==> config.mk <==
export PLATFORM = sky130hd
export DESIGN_NAME = hkv_hash
export DESIGN_NICKNAME = d
export VERILOG_FILES = /design/src/rtl/core/hkv_pkg.sv /design/src/rtl/core/hkv_hash.sv
export SDC_FILE = /design/constraint.sdc
export NUM_CORES = 1
export LEC_CHECK = 0
export ABC_AREA = 1
export BUFFER_PORTS_ARGS = -buffer_cell sky130_fd_sc_hd__buf_2
export CELL_PAD_IN_SITES_DETAIL_PLACEMENT = 0
export CELL_PAD_IN_SITES_GLOBAL_PLACEMENT = 1
export CORE_MARGIN = 4
export CORE_UTILIZATION = 46
export DETAILED_ROUTE_END_ITERATION = 10
export HOLD_SLACK_MARGIN = 0.06
export PLACE_DENSITY_LB_ADDON = 0.25
export REMOVE_ABC_BUFFERS = 1
export SLEW_MARGIN = 10
export SYNTH_ARGS = -nofsm -noshare
export SYNTH_HDL_FRONTEND = slang
export SYNTH_SLANG_ARGS = --single-unit
==> constraint.sdc <==
create_clock -name clk_i -period 4.3 [get_ports clk_i]
set_input_delay 0.43 -clock clk_i [delete_from_list [all_inputs] [get_ports clk_i]]
set_output_delay 0.43 -clock clk_i [all_outputs]
set_load 0.01 [all_outputs]
==> src/rtl/core/hkv_pkg.sv <==
// Shared types, constants and default parameters of the hashed key/value map.
package hkv_pkg;

  localparam int unsigned BUCKETS_DEF = 256;
  localparam int unsigned WAYS_DEF    = 4;

  localparam int unsigned KEY_W   = 32;
  localparam int unsigned VAL_W   = 32;
  localparam int unsigned SLOT_W  = KEY_W + 1;
  localparam int unsigned COUNT_W = 11;

  localparam logic [31:0] HASH_SEED  = 32'd5381;
  localparam int unsigned HASH_SHIFT = 5;

  typedef enum logic [1:0] {
    OP_INSERT = 2'd0,
    OP_REMOVE = 2'd1,
    OP_LOOKUP = 2'd2,
    OP_CLEAR  = 2'd3
  } op_e;

  typedef struct packed {
    logic             found;
    logic [VAL_W-1:0] prev_value;
    logic             full;
    logic             grow;
    logic             shrink;
  } match_res_t;

endpackage

==> src/rtl/core/hkv_hash.sv <==
// Multi-cycle djb2-xor hash of a key and its reduction to a bucket index.
module hkv_hash #(
  parameter int unsigned BUCKETS = hkv_pkg::BUCKETS_DEF
) (
  input  logic                       clk_i,
  input  logic                       rst_ni,
  input  logic                       start_i,
  input  logic [hkv_pkg::KEY_W-1:0]  key_i,
  output logic                       done_o,
  output logic [$clog2(BUCKETS)-1:0] bucket_o
);

  localparam int unsigned RW      = $clog2(BUCKETS);
  localparam bit          IS_POW2 = (BUCKETS & (BUCKETS - 1)) == 0;
  localparam logic [RW:0] BMOD    = (RW + 1)'(BUCKETS);

  localparam logic [1:0] H_IDLE = 2'd0;
  localparam logic [1:0] H_STEP = 2'd1;
  localparam logic [1:0] H_MOD  = 2'd2;
  localparam logic [1:0] H_DONE = 2'd3;

  logic [1:0]    state_q, state_d;
  logic [2:0]    cnt_q, cnt_d;
  logic [31:0]   h_q, h_d;
  logic [RW-1:0] rem_q, rem_d;
  logic [7:0]    byte_sel;
  logic [31:0]   h_step;
  logic [RW-1:0] rem_step;

  assign byte_sel = key_i[{cnt_q[1:0], 3'b000} +: 8];
  assign h_step   = ((h_q << hkv_pkg::HASH_SHIFT) + h_q) ^ {24'b0, byte_sel};

  // Four bits of the hash, most significant first, per cycle.
  always_comb begin
    logic [RW:0] t;
    t = {1'b0, rem_q};
    for (int i = 3; i >= 0; i--) begin
      t = {t[RW-1:0], h_q[28+i]};
      if (t >= BMOD) begin
        t = t - BMOD;
      end
    end
    rem_step = t[RW-1:0];
  end

  always_comb begin
    state_d = state_q;
    cnt_d   = cnt_q;
    h_d     = h_q;
    rem_d   = rem_q;
    unique case (state_q)
      H_IDLE: begin
        if (start_i) begin
          h_d     = hkv_pkg::HASH_SEED;
          cnt_d   = 3'd0;
          state_d = H_STEP;
        end
      end
      H_STEP: begin
        cnt_d = cnt_q + 3'd1;
        if (cnt_q == 3'd3) begin
          h_d     = (h_step == 32'd0) ? 32'd1 : h_step;
          rem_d   = '0;
          cnt_d   = 3'd0;
          state_d = IS_POW2 ? H_DONE : H_MOD;
        end else begin
          h_d = h_step;
        end
      end
      H_MOD: begin
        rem_d = rem_step;
        h_d   = h_q << 4;
        cnt_d = cnt_q + 3'd1;
        if (cnt_q == 3'd7) begin
          state_d = H_DONE;
        end
      end
      H_DONE: begin
        state_d = H_IDLE;
      end
      default: begin
        state_d = H_IDLE;
      end
    endcase
  end

  always_ff @(posedge clk_i or negedge rst_ni) begin
    if (!rst_ni) begin
      state_q <= H_IDLE;
      cnt_q   <= 3'd0;
    end else begin
      state_q <= state_d;
      cnt_q   <= cnt_d;
    end
  end

  always_ff @(posedge clk_i) begin
    h_q   <= h_d;
    rem_q <= rem_d;
  end

  assign done_o   = (state_q == H_DONE);
  assign bucket_o = IS_POW2 ? h_q[RW-1:0] : rem_q;

endmodule

==> impl_metrics.yaml <==
worst_setup_path:
  setup.worst_path.end: "h_q[0]"
  crit_chain: "ha_1, fa_1, nand2_1, nand2_1, nand3_1, nand2_2, nand2_1, nand2_1, nor2_1, nand2_1, nor2_1, nand2_1, nor2_1, nand3_1, o21bai_1, nand2_1, nand2_1"
  rr_worst_depth: 17
  critPathLaunch: "h_q[0]"
  cpMostUsedCell: "nand2_1"
  worstPathRequired_ns: 4.48
  crit_path_start_kind: "flop"
  regToRegEndpoint: "h_q[0]"
  crit_slowest_cell: "edfxtp_1"
  rrSetupSlack_ns: 1.49
  crit_path_max_incr_delay_ns: 0.52
  rr_startpoint: "h_q[0]"
  path_class: "flop to flop"
  crit_path_end_kind: "flop"
  crit_arrival_ns: 2.99
  crit_fanout: 5
logic_synthesis:
  synth_cell_type_count: 36
  synth-main-ff-cell: "edfxtp_1"
  syn_inst: 696
  synth_area_per_cell_um2: 6.16
  synth_edf_count: 32
  yosys_warnings: 0
  ys_seq_area_share_pct: 25.3
  synth_area_um2: 4290
  ys_ff_latch: 37
  async_flop_share_pct: 13.5
layout:
  fillers: 920
  diodes: 0
  syn2layout_area_growth_pct: 8.73
  layout-drive-gt1-share_pct: 9.74
  nNetsFinal: 799
  regArea_um2: 1090
  multi_input_area_um2: 2700
  fin_area_um2: 4660
place:
  hpwl_um: 10400
  io_buffers: 43
  place_area_um2: 4520
  routabilityCongestion: 0.961
timing:
  rsz0062_at_grt: "no"
  clock.fmax_ghz: 0.356
  tightest_slew_ns: 1.07
  period_needed_ns: 2.81
  relSlewSlack_pct: 28.3
  slew_viol_final: 0
  setup-tns-final_ns: 0
  setup_viol_count_final: 0
  fin_crit_sh_pct: 65.4
  hold_viol: 0
  skew_ns: 0.00659
route:
  routed-wl-met2_um: 5920
  first_pass_iters: 5
  wl_met1_um: 5890
  dr.max_layer_used: "met4"
  vias: 4481
  vias_per_cell: 5.35
  wl_per_cell_um: 15.4
  wl_met3_um: 903
  ant_nets: 0
  drtIter0Drc: 409
  drc_errors: 0
  wirelength_um: 12900
clock_network:
  cts_tree: "yes"
  hold_buffers: 1
  cts_setup_buffers: 0
  cts_buffers: 5
  cts.clk_slew.worst_paths_ns: 0.09
  h-tree-depth: 2
  clockBufferDepth: 2
  root_buffer: "clkbuf_8"
  cts_sinks: 37
  cts_resized: 0
  insertion_delay_ns: 0.30
global_route:
  antenna_found_initial: 0
  grt_pass1_wl_um: 20800
  grtUsageTotal_pct: 23.6
  grt_max_degree: 32
  grt-ovfl-total: 0
  grt_pass1_vias: 4194
floorplanning:
  ios: 44
  die_h_um: 105
  fp.coreArea_um2: 8890
  die_x_um: 105
  dieArea_um2: 10900
  initial_core_util_pct: 48.2
  num_rows: 34
run:
  drv_cap: 0
worst_hold_path:
  hold_path_class: "input pin to async pin"
pwr:
  p_leak_nw: 2.49
  power_per_cell_area_nw_per_um2: 936
  ir_worst_vdd_mv: 0.617
run_status:
  status: "finished clean"
==> through the flow <==
stage | instances | power (mW) | utilization [%] | worst slack, ns | hold slack (ns)
final | 837 | 4.36 | 52.4 | 1.49 | 0.461
after global routing | 837 | 4.80 | 52.4 | 1.24 | 0.490
after CTS | 837 | 4.32 | 52.4 | 1.52 | 0.459
after detailed placement | 828 | 3.94 | 50.8 | 1.54 | 0.248
after global placement | 828 | 3.91 | 50.8 | 1.54 | 0.247
after floorplan | 674 | 3.03 | - | 1.39 | 0.134
==> area by class of cell <==
type | instances | share of cell area (%)
multi-input cells | 544 | 58.0
flip-flops and latches | 37 | 23.3
inverters | 93 | 7.65
repair buffers | 47 | 5.32
well taps | 108 | 2.90
clock buffers | 5 | 1.48
clock inverters | 3 | 1.40
==> logic make-up after synthesis <==
logic type      count (synthesis)  synth area share, %
simple gates                  442                 43.7
buf+inv                       115                 11.9
compound gates                 63                 7.76
flops                          37                 25.3
fa+ha+maj                      36                 10.7
xor+xnor                        3                0.613
==> worst min-delay path by stage <==
stage	start	end	slack [ns]
floorplan	rst_ni	cnt_q[0]	0.13
global placement	rst_ni	state_q[1]	0.25
detailed placement	rst_ni	state_q[0]	0.25
CTS	rst_ni	state_q[0]	0.46
global route	rst_ni	cnt_q[0]	0.49
finish	rst_ni	cnt_q[0]	0.46
==> worst max-delay path, delay by kind of cell (launching register included) <==
kind                       cells  cell delay [ns]
AOI/OAI and AO/OA              1             0.12
DFF                            1             0.52
and+or+nand+nor               14             1.26
adders and majority gates      2             0.79
==> power by group <==
part / total [mW] / switching, mW / internal (mW)
registers: 0.888 / 0.222 / 0.666
logic: 3.10 / 2.12 / 0.984
clock network: 0.373 / 0.142 / 0.231
total: 4.36 / 2.48 / 1.88
==> routing by layer <==
layer | GRT usage [%] | up-vias
li1 | - | 2295
met1 | 32.1 | 2003
met2 | 40.3 | 170
met3 | 2.90 | 13
met4 | 4.84 | 0
met5 | 0 | -
==> sequential cells by signal, summed over array words and instances, names as in the netlist <==
| name | count |
|---|---|
| cnt_q | 3 |
| state_q | 2 |
| h_q | 32 |
==> Yosys cell counts, drive strengths merged (7+ instances only) <==
cell type  count  area [um2]
nand3         69         360
ha            35         438
edfxtp        32         961
a21oi         47         235
nor2          43         164
nand3b        14         105
buf           15         118
clkbuf         7        36.3
nand4          8        50.1
o21ai          8        40.0
inv           93         357
nand2        300        1140
==> layout by cell type, fill, tap and decap left out <==
master,netlist,layout
fa_1,1,1
buf_2,1,43
bufinv_16,0,2
o21bai_1,3,3
edfxtp_1,32,32
clkbuf_8,1,5
nand3_2,3,3
o221ai_1,1,1
nor3_2,1,1
o21ai_0,8,8
ha_1,35,35
nor2_2,1,1
inv_8,1,1
or2_2,1,1
nand3_1,66,66
xnor2_1,1,1
a21oi_1,47,46
nand2_2,7,7
o211ai_1,1,1
nor3b_1,1,1
inv_2,2,2
a31oi_1,1,1
clkinv_2,0,1
xor2_1,2,2
nor2_1,42,42
nor4_1,1,1
inv_1,90,90
nand4_1,8,8
o22ai_1,2,2
buf_4,9,3
nand3b_1,14,14
nor3_1,4,4
dlygate4sd3_1,0,1
dfrtp_1,5,5
nand2_1,293,293
a21oi_4,0,1
(Power assumes the default switching activity.)
