[src/rtl/core/hkv_pkg.sv]
// Shared types, constants and default parameters of the hashed key/value map.
package hkv_pkg;

  localparam int unsigned BUCKETS_DEF = 256;
  localparam int unsigned WAYS_DEF    = 4;

  localparam int unsigned KEY_W   = 32;
  localparam int unsigned VAL_W   = 32;
  localparam int unsigned SLOT_W  = KEY_W + 1;
  localparam int unsigned COUNT_W = 11;

  localparam logic [31:0] HASH_SEED  = 32'd5381;
  localparam int unsigned HASH_SHIFT = 5;

  typedef enum logic [1:0] {
    OP_INSERT = 2'd0,
    OP_REMOVE = 2'd1,
    OP_LOOKUP = 2'd2,
    OP_CLEAR  = 2'd3
  } op_e;

  typedef struct packed {
    logic             found;
    logic [VAL_W-1:0] prev_value;
    logic             full;
    logic             grow;
    logic             shrink;
  } match_res_t;

endpackage

[src/rtl/core/hkv_match.sv]
// Way search of one bucket row and the modified rows to write back.
module hkv_match #(
  parameter int unsigned WAYS = hkv_pkg::WAYS_DEF
) (
  input  hkv_pkg::op_e                        op_i,
  input  logic [hkv_pkg::KEY_W-1:0]           key_i,
  input  logic [hkv_pkg::VAL_W-1:0]           value_i,
  input  logic [WAYS*hkv_pkg::SLOT_W-1:0]     key_row_i,
  input  logic [WAYS*hkv_pkg::VAL_W-1:0]      val_row_i,
  output logic [WAYS*hkv_pkg::SLOT_W-1:0]     key_row_o,
  output logic [WAYS*hkv_pkg::VAL_W-1:0]      val_row_o,
  output hkv_pkg::match_res_t                 res_o
);

  localparam int unsigned SW = hkv_pkg::SLOT_W;
  localparam int unsigned VW = hkv_pkg::VAL_W;

  logic            have_hit, have_free;
  logic [WAYS-1:0] hit_sel, free_sel;
  logic [VW-1:0]   prev_value;

  always_comb begin
    have_hit  = 1'b0;
    have_free = 1'b0;
    hit_sel   = '0;
    free_sel  = '0;
    for (int w = 0; w < WAYS; w++) begin
      if (!key_row_i[w*SW + SW - 1]) begin
        if (!have_free) begin
          free_sel[w] = 1'b1;
          have_free   = 1'b1;
        end
      end else if (!have_hit && key_row_i[w*SW +: hkv_pkg::KEY_W] == key_i) begin
        hit_sel[w] = 1'b1;
        have_hit   = 1'b1;
      end
    end
  end

  always_comb begin
    key_row_o  = key_row_i;
    val_row_o  = val_row_i;
    prev_value = '0;
    for (int w = 0; w < WAYS; w++) begin
      if (hit_sel[w]) begin
        prev_value = val_row_i[w*VW +: VW];
      end
      unique case (op_i)
        hkv_pkg::OP_INSERT: begin
          if (hit_sel[w]) begin
            val_row_o[w*VW +: VW] = value_i;
          end else if (!have_hit && free_sel[w]) begin
            key_row_o[w*SW +: SW] = {1'b1, key_i};
            val_row_o[w*VW +: VW] = value_i;
          end
        end
        hkv_pkg::OP_REMOVE: begin
          if (hit_sel[w]) begin
            key_row_o[w*SW + SW - 1] = 1'b0;
          end
        end
        default: begin
        end
      endcase
    end
  end

  always_comb begin
    res_o.found      = have_hit;
    res_o.prev_value = prev_value;
    res_o.full       = (op_i == hkv_pkg::OP_INSERT) && !have_hit && !have_free;
    res_o.grow       = (op_i == hkv_pkg::OP_INSERT) && !have_hit && have_free;
    res_o.shrink     = (op_i == hkv_pkg::OP_REMOVE) && have_hit;
  end

endmodule

[config.mk]
export PLATFORM = sky130hd
export DESIGN_NAME = hkv_match
export DESIGN_NICKNAME = d
export VERILOG_FILES = /design/src/rtl/core/hkv_pkg.sv /design/src/rtl/core/hkv_match.sv
export SDC_FILE = /design/constraint.sdc
export NUM_CORES = 1
export LEC_CHECK = 0
export ABC_CLOCK_PERIOD_IN_PS = 5100
export BUFFER_PORTS_ARGS = -buffer_cell sky130_fd_sc_hd__buf_2
export CAP_MARGIN = 40
export CORE_AREA = 4 4 242 244
export DETAILED_ROUTE_END_ITERATION = 10
export DIE_AREA = 0 0 246 248
export SLEW_MARGIN = 20
export SYNTH_ARGS = -nofsm -noshare
export SYNTH_HDL_FRONTEND = slang
export SYNTH_SLANG_ARGS = --single-unit
[constraint.sdc]
create_clock -name vclk -period 5.1
set_input_delay 1.02 -clock vclk [all_inputs]
set_output_delay 1.02 -clock vclk [all_outputs]
set_load 0.01 [all_outputs]
==> run summary, run 1 <==
CELLS AND AREA
------------------------------------------------------------------------------------
Multi-input gate area in the final layout                                   5510 µm²
Final Core Density                                                             18.2%
Clock buf count                                                                    0
Register area                                                                  0 µm²
Nets                                                                            1644
FILL cells                                                                      6488
Fraction of layout cells with a size suffix above 1                            69.0%
Sequential cells                                                                   0
Area added between synthesis and finish                                        66.0%

YOSYS
------------------------------------------------------------------------------------
Largest cells by area after synthesis                                   sky130_fd_sc_hd__mux2_2 (38%), sky130_fd_sc_hd__xnor2_1 (18%), sky130_fd_sc_hd__mux2_4 (7.3%)
Synthesized area per cell                                                   8.35 µm²
Sequential area share after synthesis                                             0%
Most frequently used cell type in the post-synthesis netlist            sky130_fd_sc_hd__mux2_2
Top post-synthesis cells by count                                       sky130_fd_sc_hd__mux2_2 (206), sky130_fd_sc_hd__xnor2_1 (128), sky130_fd_sc_hd__inv_1 (63)
Synthesized net count                                                           1064
Largest area contributor in the synthesized netlist                     sky130_fd_sc_hd__mux2_2
Post-Syn Area                                                               6160 µm²
Post-synthesis instance total                                                    738
Count of distinct cell types in the synthesized netlist                           43
Portion of synthesized cell area occupied by the leading cell type             37.6%
YS warnings                                                                        0

PWR
------------------------------------------------------------------------------------
Total power consumption of the routed design                              0.000850 W
Static leakage                                                               4.83 nW
Maximum vdd drop                                                           0.0416 mV
Power density over cell area                                             83.1 nW/µm²

GRT
------------------------------------------------------------------------------------
Antenna violations before repair                                                  18
Overflow left after global routing                                                 0
Global-route total usage across every layer                                    16.5%
Largest net degree at the start of global routing                                 61
Number of global-route vias before repair                                       8347
First-pass GRT wire length                                                   70.6 mm

HOLD PATH
------------------------------------------------------------------------------------
Hold-critical path depth                                                           4
Hold Crit Class                                                               in2out
Source of the worst hold timing path                                    val_row_i[14]
Hold Path Sink                                                             res_o[17]

STA
------------------------------------------------------------------------------------
Setup repair after global routing missed its margin                               no
Total setup violations reported at the end of the flow                             0
Crit share post-route                                                          96.7%
Worst-margin pin slew                                                       0.677 ns
Slew margin rel.                                                               54.8%
Number of hold violations in the final report                                      0
Max Clock Freq                                                               203 MHz
Count of pins over their slew limit                                                0
Setup total negative slack                                                      0 ns
Tightest hold margin                                                         2.35 ns
Post-layout min period                                                       4.93 ns

CRITICAL PATH
------------------------------------------------------------------------------------
Startpoint types                                                           input pin
Setup crit end kind                                                      output port
Worst path slowest cell                                                 sky130_fd_sc_hd__nor4_1
Worst path required time                                                     4.08 ns
Delay of the slowest cell on the worst path                                  0.51 ns
Count of buffering cells on the critical path with inverters included              3
Dominant cell type by count on the critical path                        sky130_fd_sc_hd__buf_2
List of cells traversed by the critical path                            buf_2 > xnor2_1 > nand4_1 > nor4_1 > nand2_1 > and4_4 > a21o_4 > buf_4 > mux2_4 > buf_2
Worst EP arrival                                                             3.91 ns
Setup CP Type                                                                 in2out
Cell type group with the largest total delay on the critical path       simple AND/OR/NAND/NOR gates
Max FO, Critical Path                                                              8

CLOCKING
------------------------------------------------------------------------------------
Number of setup buffers added after CTS                                            0

DRT
------------------------------------------------------------------------------------
DR WL met3                                                                   4.44 mm
Post-DR wirelength/cell                                                      26.5 µm
Drt initial violations                                                           455
Drt pass-1 iters                                                                   5
Total number of vias                                                            8515
Detailed-route DRC error count                                                     0
Post-DR vias/cell                                                               4.10
Wire length on met1                                                          19.6 mm
Overall routed net length                                                    55.1 mm
Number of routed nets with antenna violations                                      0
Uppermost signal routing layer after detailed routing                           met5
Routed length on met2                                                        29.1 mm

PLACE
------------------------------------------------------------------------------------
Port-buffer cells                                                                622
HPWL Detailed                                                                49.3 mm
Final Wtd Congestion                                                           0.902

FLOW RUN
------------------------------------------------------------------------------------
Maximum Capacitance Violations                                                     0

DIE
------------------------------------------------------------------------------------
Number of placed I/O pins                                                        622
Die outline height                                                            248 µm
Area of the placeable core                                                 56300 µm²
Number of placement rows                                                          87
Initial Utilization                                                            11.0%
Die width                                                                     246 µm
Total Die Area                                                             61000 µm²

STATUS
------------------------------------------------------------------------------------
Status                                                                     completed

## cell families after synthesis
kind of cell	synth area share [%]
multiplexers	49.0
buffers and inverters	11.3
AND/OR/NAND/NOR	12.5
XOR/XNOR	18.2
AO/OA/AOI/OAI	9.07
## stage by stage
step | instances | worst slack (ns) | area, µm²
6_report | 2077 | 0.169 | 10200
5_1_grt | 2075 | 0.0677 | 10200
4_1_cts | 2071 | 0.00743 | 10200
3_5_place_dp | 2071 | 0.0159 | 10200
3_3_place_gp | 2071 | -0.00422 | 10200
2_1_floorplan | 738 | 1.09 | 6160
## what timing repair did
| item | in CTS | in global routing |
|---|---|---|
| setup endpoints to repair | 0 | 119 |
| hold buffers | 0 | 0 |
| resized for setup | 0 | 2 |
| endpoints found under the hold margin | 0 | 0 |
## worst max path at each step
stage              start            end  slack [ns]  cells past startpoint
2_1_floorplan  key_i[26]  val_row_o[76]        1.09                      9
3_3_place_gp   key_i[24]  val_row_o[37]      -0.004                     10
3_5_place_dp   key_i[24]  val_row_o[53]        0.02                     10
4_1_cts        key_i[24]  val_row_o[53]       0.007                     10
5_1_grt        key_i[19]  val_row_o[53]        0.07                     10
6_report       key_i[19]  val_row_o[37]        0.17                     10
## cell type report
cell class         instances  share of cell area (%)
multi-input cells        596                    53.9
repair buffers           656                    34.4
well taps                756                    9.25
inverters                 64                    2.35
diodes                     5                   0.122
## worst min-delay path: stages
cell	delay [ns]
sky130_fd_sc_hd__buf_2	0.08
sky130_fd_sc_hd__nand2_1	0.04
sky130_fd_sc_hd__o221ai_1	0.05
sky130_fd_sc_hd__buf_2	0.13
## report_power, final
part           switching [W]  leakage (nW)    internal (W)       total [W]
registers                  0             0               0               0
clock network              0     0.0000317  0.000000000121  0.000000000121
logic               0.000471          4.83        0.000379        0.000850
## per-layer routing
| layer | track usage [%] | up-vias |
|---|---|---|
| li1 | - | 3807 |
| met1 | 17.6 | 4077 |
| met2 | 32.2 | 549 |
| met3 | 3.51 | 78 |
| met4 | 5.09 | 4 |
| met5 | 0 | - |
## cell usage in the layout (no fill, tap or decap), types with 3 or more instances in the layout
| cell | instances |
|---|---|
| sky130_fd_sc_hd__mux2_1 | 22 |
| sky130_fd_sc_hd__mux2_4 | 30 |
| sky130_fd_sc_hd__nand4_1 | 35 |
| sky130_fd_sc_hd__nor4_4 | 3 |
| sky130_fd_sc_hd__a31oi_1 | 28 |
| sky130_fd_sc_hd__inv_1 | 62 |
| sky130_fd_sc_hd__o221ai_1 | 28 |
| sky130_fd_sc_hd__buf_4 | 22 |
| sky130_fd_sc_hd__buf_2 | 622 |
| sky130_fd_sc_hd__nand2b_1 | 5 |
| sky130_fd_sc_hd__xnor2_1 | 128 |
| sky130_fd_sc_hd__mux2_2 | 206 |
| sky130_fd_sc_hd__nor4_1 | 4 |
| sky130_fd_sc_hd__buf_12 | 12 |
| sky130_fd_sc_hd__nor2b_1 | 3 |
| sky130_fd_sc_hd__nand2_1 | 35 |
| sky130_fd_sc_hd__nor2_1 | 35 |
| sky130_fd_sc_hd__diode_2 | 5 |
Power figures use the tool's default switching activity.
==> run 2: changes to the inputs <==
--- a/config.mk
+++ b/config.mk
@@ -11,6 +11,7 @@
 export CORE_AREA = 4 4 242 244
 export DETAILED_ROUTE_END_ITERATION = 10
 export DIE_AREA = 0 0 246 248
+export GPL_TIMING_DRIVEN = 0
 export SLEW_MARGIN = 20
 export SYNTH_ARGS = -nofsm -noshare
 export SYNTH_HDL_FRONTEND = slang
==> run 2 against run 1 <==
  * Cell count up 1.5%
  * Global-route usage grew 1.8 points
  * Total power increased by 0.70%
  * Clock-buffer cell count did not move
  * Critical path depth is 3 higher
  * Core utilization is 0.31 points higher
  * Hold slack better by 0.0058 ns
  * Sequential share of layout area unchanged
  * Largest power group unchanged
  * Sequential cell count stayed put
==> run summary, run 2 (synthesis gave the netlist of run 1 again) <==
GRT
----------------------------------------------------------------------------
Number of global-route vias before repair                               8711
Routing usage on met2                                                  36.9%
Largest net degree at the start of global routing                         11
Global-route total usage across every layer                            18.3%
First-pass GRT wire length                                           76.7 mm
Overflow left after global routing                                         0
Met1 Usage GRT                                                         19.6%
Busiest grt layer                                                       met2
Global routing usage on met3                                           2.71%
Antenna violations before repair                                          26

CELLS AND AREA
----------------------------------------------------------------------------
Clock buf count                                                            0
Sequential cells                                                           0
Most common library cell in the layout ignoring fill and taps   sky130_fd_sc_hd__buf_2
Commonest cells after routing, fill and taps aside              sky130_fd_sc_hd__buf_2 (621), sky130_fd_sc_hd__mux2_2 (206), sky130_fd_sc_hd__xnor2_1 (126)
FILL cells                                                              6543
Area added between synthesis and finish                                68.8%
Register area                                                          0 µm²
Fraction of layout cells with a size suffix above 1                    69.3%
Nets                                                                    1675

DIE
----------------------------------------------------------------------------
Number of placed I/O pins                                                622
Area of the placeable core                                         56300 µm²
Initial Utilization                                                    11.0%
Die width                                                             246 µm
Number of placement rows                                                  87
Total Die Area                                                     61000 µm²
Die outline height                                                    248 µm

STA
----------------------------------------------------------------------------
Worst-margin pin slew                                               0.860 ns
Crit share post-route                                                  97.7%
Slew margin rel.                                                       42.7%
Count of pins over their slew limit                                        0
Setup total negative slack                                              0 ns
Post-layout min period                                               4.98 ns
Total setup violations reported at the end of the flow                     0
Tightest hold margin                                                 2.35 ns
Setup repair after global routing missed its margin                       no
Max Clock Freq                                                       201 MHz
Number of hold violations in the final report                              0

PLACE
----------------------------------------------------------------------------
HPWL Detailed                                                        54.4 mm
Port-buffer cells                                                        590
Final Wtd Congestion                                                   0.865

HOLD PATH
----------------------------------------------------------------------------
Hold-critical path depth                                                   4
Hold Crit Class                                                       in2out

DRT
----------------------------------------------------------------------------
Number of routed nets with antenna violations                              0
Detailed-route DRC error count                                             0
Overall routed net length                                            60.6 mm
Total number of vias                                                    8761
Post-DR wirelength/cell                                              28.7 µm
Drt pass-1 iters                                                           5
Post-DR vias/cell                                                       4.15
Drt initial violations                                                   416

CRITICAL PATH
----------------------------------------------------------------------------
Setup crit end kind                                              output port
Max FO, Critical Path                                                     10
Setup CP Type                                                         in2out
Startpoint types                                                   input pin
Worst EP arrival                                                     3.96 ns
Worst path required time                                             4.08 ns

PWR
----------------------------------------------------------------------------
Maximum vdd drop                                                   0.0418 mV
Power density over cell area                                     82.2 nW/µm²
Static leakage                                                       4.95 nW

CLOCKING
----------------------------------------------------------------------------
Hold_buf cts                                                               0

FLOW RUN
----------------------------------------------------------------------------
Maximum Capacitance Violations                                             0

STATUS
----------------------------------------------------------------------------
Status                                                             completed

[run 2: report_power, final]
part	internal [W]	leakage, nW	switching (W)	total [W]
clock	0.000000000158	0.0000380	0	0.000000000158
combinational	0.000378	4.95	0.000478	0.000856
sequential	0	0	0	0
total	0.000378	4.95	0.000478	0.000856
[run 2: per-layer routing]
metal / wire length (µm) / up-vias
met5: 20 / -
met4: 2270 / 4
met3: 3810 / 106
met1: 22000 / 4206
met2: 32500 / 569
li1: - / 3876
[run 2: final timing paths]
path | start | to | slack [ns]
worst max-delay path | key_i[24] | res_o[32] | 0.12
worst min-delay path | val_row_i[12] | res_o[15] | 2.35
[run 2: cell type report]
cell class	instances	area (µm²)	area share, %
buffer	78	494	4.75
timing repair buffer	609	3110	29.9
inverter	64	244	2.34
multi-input combinational	596	5600	53.8
antenna	6	15.0	0.144
tap	756	946	9.09
[run 2: through the flow]
stage	util (%)	setup WS [ns]	cell area, µm²	total power, W	std cells
after floorplan	-	1.09	6160	0.000387	738
after global placement	17.9	-1.28	10100	0.000848	2084
after detailed placement	18.0	-0.955	10100	0.000849	2088
after CTS	18.4	0.0134	10300	0.000865	2101
after global routing	18.5	0.0211	10400	0.000906	2108
final	18.5	0.115	10400	0.000856	2109
[run 2: timing repair]
item | CTS | global route
hold endpoints to repair | 0 | 0
endpoints found under the setup margin | 288 | 63
gates resized for setup | 25 | 8
buffers inserted | 13 | 2
pin swaps | 7 | 2
[run 2: critical path, cell delays in order]
cell and delay [ns]:
sky130_fd_sc_hd__buf_2 0.29, sky130_fd_sc_hd__xnor2_4 0.19, sky130_fd_sc_hd__nand4_1 0.14, sky130_fd_sc_hd__nor4_2 0.36, sky130_fd_sc_hd__clkdlybuf4s15_2 0.31, sky130_fd_sc_hd__and3_1 0.23, sky130_fd_sc_hd__buf_4 0.25, sky130_fd_sc_hd__buf_4 0.28
sky130_fd_sc_hd__buf_2 0.29, sky130_fd_sc_hd__buf_6 0.20, sky130_fd_sc_hd__nand2_1 0.07, sky130_fd_sc_hd__o221ai_1 0.11, sky130_fd_sc_hd__buf_2 0.20
==> run 3: changes to the inputs <==
--- a/config.mk
+++ b/config.mk
@@ -8,9 +8,9 @@
 export ABC_CLOCK_PERIOD_IN_PS = 5100
 export BUFFER_PORTS_ARGS = -buffer_cell sky130_fd_sc_hd__buf_2
 export CAP_MARGIN = 40
-export CORE_AREA = 4 4 242 244
+export CORE_AREA = 4 4 240 242
 export DETAILED_ROUTE_END_ITERATION = 10
-export DIE_AREA = 0 0 246 248
+export DIE_AREA = 0 0 244 246
 export GPL_TIMING_DRIVEN = 0
 export SLEW_MARGIN = 20
 export SYNTH_ARGS = -nofsm -noshare
==> run 3 against run 2 <==
  * Clock-buffer cell count stayed put
  * Die area shrank 1.6%
  * Global-route usage up 0.088 points
  * Critical path type unchanged
==> run summary, run 3 (synthesis gave the netlist of run 1 again) <==
DRT
------------------------------------------------------------------------------------
Overall routed net length                                                    59.8 mm
Drt pass-1 iters                                                                   4
Number of routed nets with antenna violations                                      0
Post-DR vias/cell                                                               4.14
Detailed-route DRC error count                                                     0
Total number of vias                                                            8698
Drt initial violations                                                           391
Post-DR wirelength/cell                                                      28.4 µm

CRITICAL PATH
------------------------------------------------------------------------------------
Worst EP arrival                                                             3.95 ns
Delay of the slowest cell on the worst path                                  0.37 ns
Cell type group with the largest total delay on the critical path       simple AND/OR/NAND/NOR gates
Worst path required time                                                     4.08 ns
Worst path slowest cell                                                 sky130_fd_sc_hd__mux2_2
Max FO, Critical Path                                                             10
Count of buffering cells on the critical path with inverters included              4
List of cells traversed by the critical path                            buf_2 > xnor2_2 > nand4_1 > nor4_4 > buf_4 > nand3_2 > and4b_1 > nand3_2 > buf_4 > mux2_2 > buf_2
Setup CP Type                                                                 in2out
Setup crit end kind                                                      output port
Startpoint types                                                           input pin

DIE
------------------------------------------------------------------------------------
Die width                                                                     244 µm
Number of placement rows                                                          86
Initial Utilization                                                            11.2%
Area of the placeable core                                                 55100 µm²
Total Die Area                                                             60000 µm²
Die outline height                                                            246 µm
Number of placed I/O pins                                                        622

CELLS AND AREA
------------------------------------------------------------------------------------
Register area                                                                  0 µm²
Fraction of layout cells with a size suffix above 1                            69.7%
Area added between synthesis and finish                                        70.0%
Sequential cells                                                                   0
Final Core Density                                                             19.0%
Total non-filler cell area in the finished layout                          10500 µm²
Commonest cells after routing, fill and taps aside                      sky130_fd_sc_hd__buf_2 (622), sky130_fd_sc_hd__mux2_2 (206), sky130_fd_sc_hd__xnor2_1 (119)
Clock buf count                                                                    0
Nets                                                                            1673
Most common library cell in the layout ignoring fill and taps           sky130_fd_sc_hd__buf_2

STA
------------------------------------------------------------------------------------
Slew margin rel.                                                               44.3%
Count of pins over their slew limit                                                0
Crit share post-route                                                          97.5%
Post-layout min period                                                       4.97 ns
Worst-margin pin slew                                                       0.832 ns
Number of hold violations in the final report                                      0
Max Clock Freq                                                               201 MHz
Setup repair after global routing missed its margin                               no
Setup total negative slack                                                      0 ns
Total setup violations reported at the end of the flow                             0

PWR
------------------------------------------------------------------------------------
Maximum vdd drop                                                           0.0379 mV
Total power consumption of the routed design                              0.000857 W
Seq pwr share                                                                     0%
Net switching power figure                                                0.000476 W
Cell Int Power                                                            0.000381 W
Logic pwr share                                                               100.0%
Part of the power in the clock network                                            0%
Static leakage                                                               5.01 nW
Power density over cell area                                             81.8 nW/µm²
Proportion of total power due to net switching                                 55.5%

PLACE
------------------------------------------------------------------------------------
Port-buffer cells                                                                590
HPWL Detailed                                                                53.9 mm
Placement-stage cell area                                                  10100 µm²
Final Wtd Congestion                                                           0.891

GRT
------------------------------------------------------------------------------------
Number of global-route vias before repair                                       8868
First-pass GRT wire length                                                   76.8 mm
Antenna violations before repair                                                  25
Largest net degree at the start of global routing                                 11
Global-route total usage across every layer                                    18.4%
Overflow left after global routing                                                 0

FLOW RUN
------------------------------------------------------------------------------------
Maximum Capacitance Violations                                                     0

STATUS
------------------------------------------------------------------------------------
Status                                                                     completed

HOLD PATH
------------------------------------------------------------------------------------
Hold Crit Class                                                               in2out

CLOCKING
------------------------------------------------------------------------------------
Hold_buf cts                                                                       0

==> run 3: changes by cell type in the layout (fill, tap and decap cells not counted), sizes merged <==
cell,change
buf,+1
clkdlybuf4s15,-1
diode,+4
clkbuf,-2
==> run 3: final timing paths <==
| path | startpoint | end | slack [ns] | cells after the start |
|---|---|---|---|---|
| setup / recovery | key_i[26] | key_row_o[87] | 0.13 | 11 |
| hold / removal | val_row_i[30] | res_o[33] | 2.36 | 4 |
==> run 3: timing repair <==
item,4_1_cts,5_1_grt
pin swaps,9,1
resized for setup,29,11
buffers inserted,11,0
setup endpoints to repair,281,181
==> run 3: metrics by stage <==
step / worst slack (ns) / cells / hold slack, ns
final: 0.125 / 2103 / 2.36
after global routing: 0.0200 / 2100 / 2.37
after CTS: -0.0422 / 2093 / 2.35
after detailed placement: -0.689 / 2082 / 2.35
after global placement: -0.999 / 2076 / 2.35
after floorplan: 1.09 / 738 / 2.15
==> run 3: worst min-delay path: stages <==
cell and delay, ns:
sky130_fd_sc_hd__buf_2 0.09, sky130_fd_sc_hd__nand2_1 0.04, sky130_fd_sc_hd__o221ai_1 0.05, sky130_fd_sc_hd__buf_2 0.13
==> run 3: power by group through the flow <==
stage / Sequential, W / Combinational (W) / Clock [W]
final: 0 / 0.000857 / 0.000000000226
after global routing: 0 / 0.000907 / 0.000000000185
after CTS: 0 / 0.000866 / 0
after detailed placement: 0 / 0.000847 / 0
after global placement: 0 / 0.000847 / 0
after floorplan: 0 / 0.000387 / 0
==> run 3: final cells by class <==
class,count,area [µm²]
Timing Repair Buffer,607,3150
Antenna cell,10,25.0
Multi-Input combinational cell,596,5630
Fill cell,6356,44600
Inverter,64,244
Tap cell,748,936
Buffer,78,495
==> run 3: layer usage <==
layer	wire length, µm	vias to the layer above	track usage, %
met5	34	-	0
met4	2110	6	5.86
met3	4080	103	3.35
met2	31800	590	36.2
met1	21800	4123	19.8
li1	-	3876	-
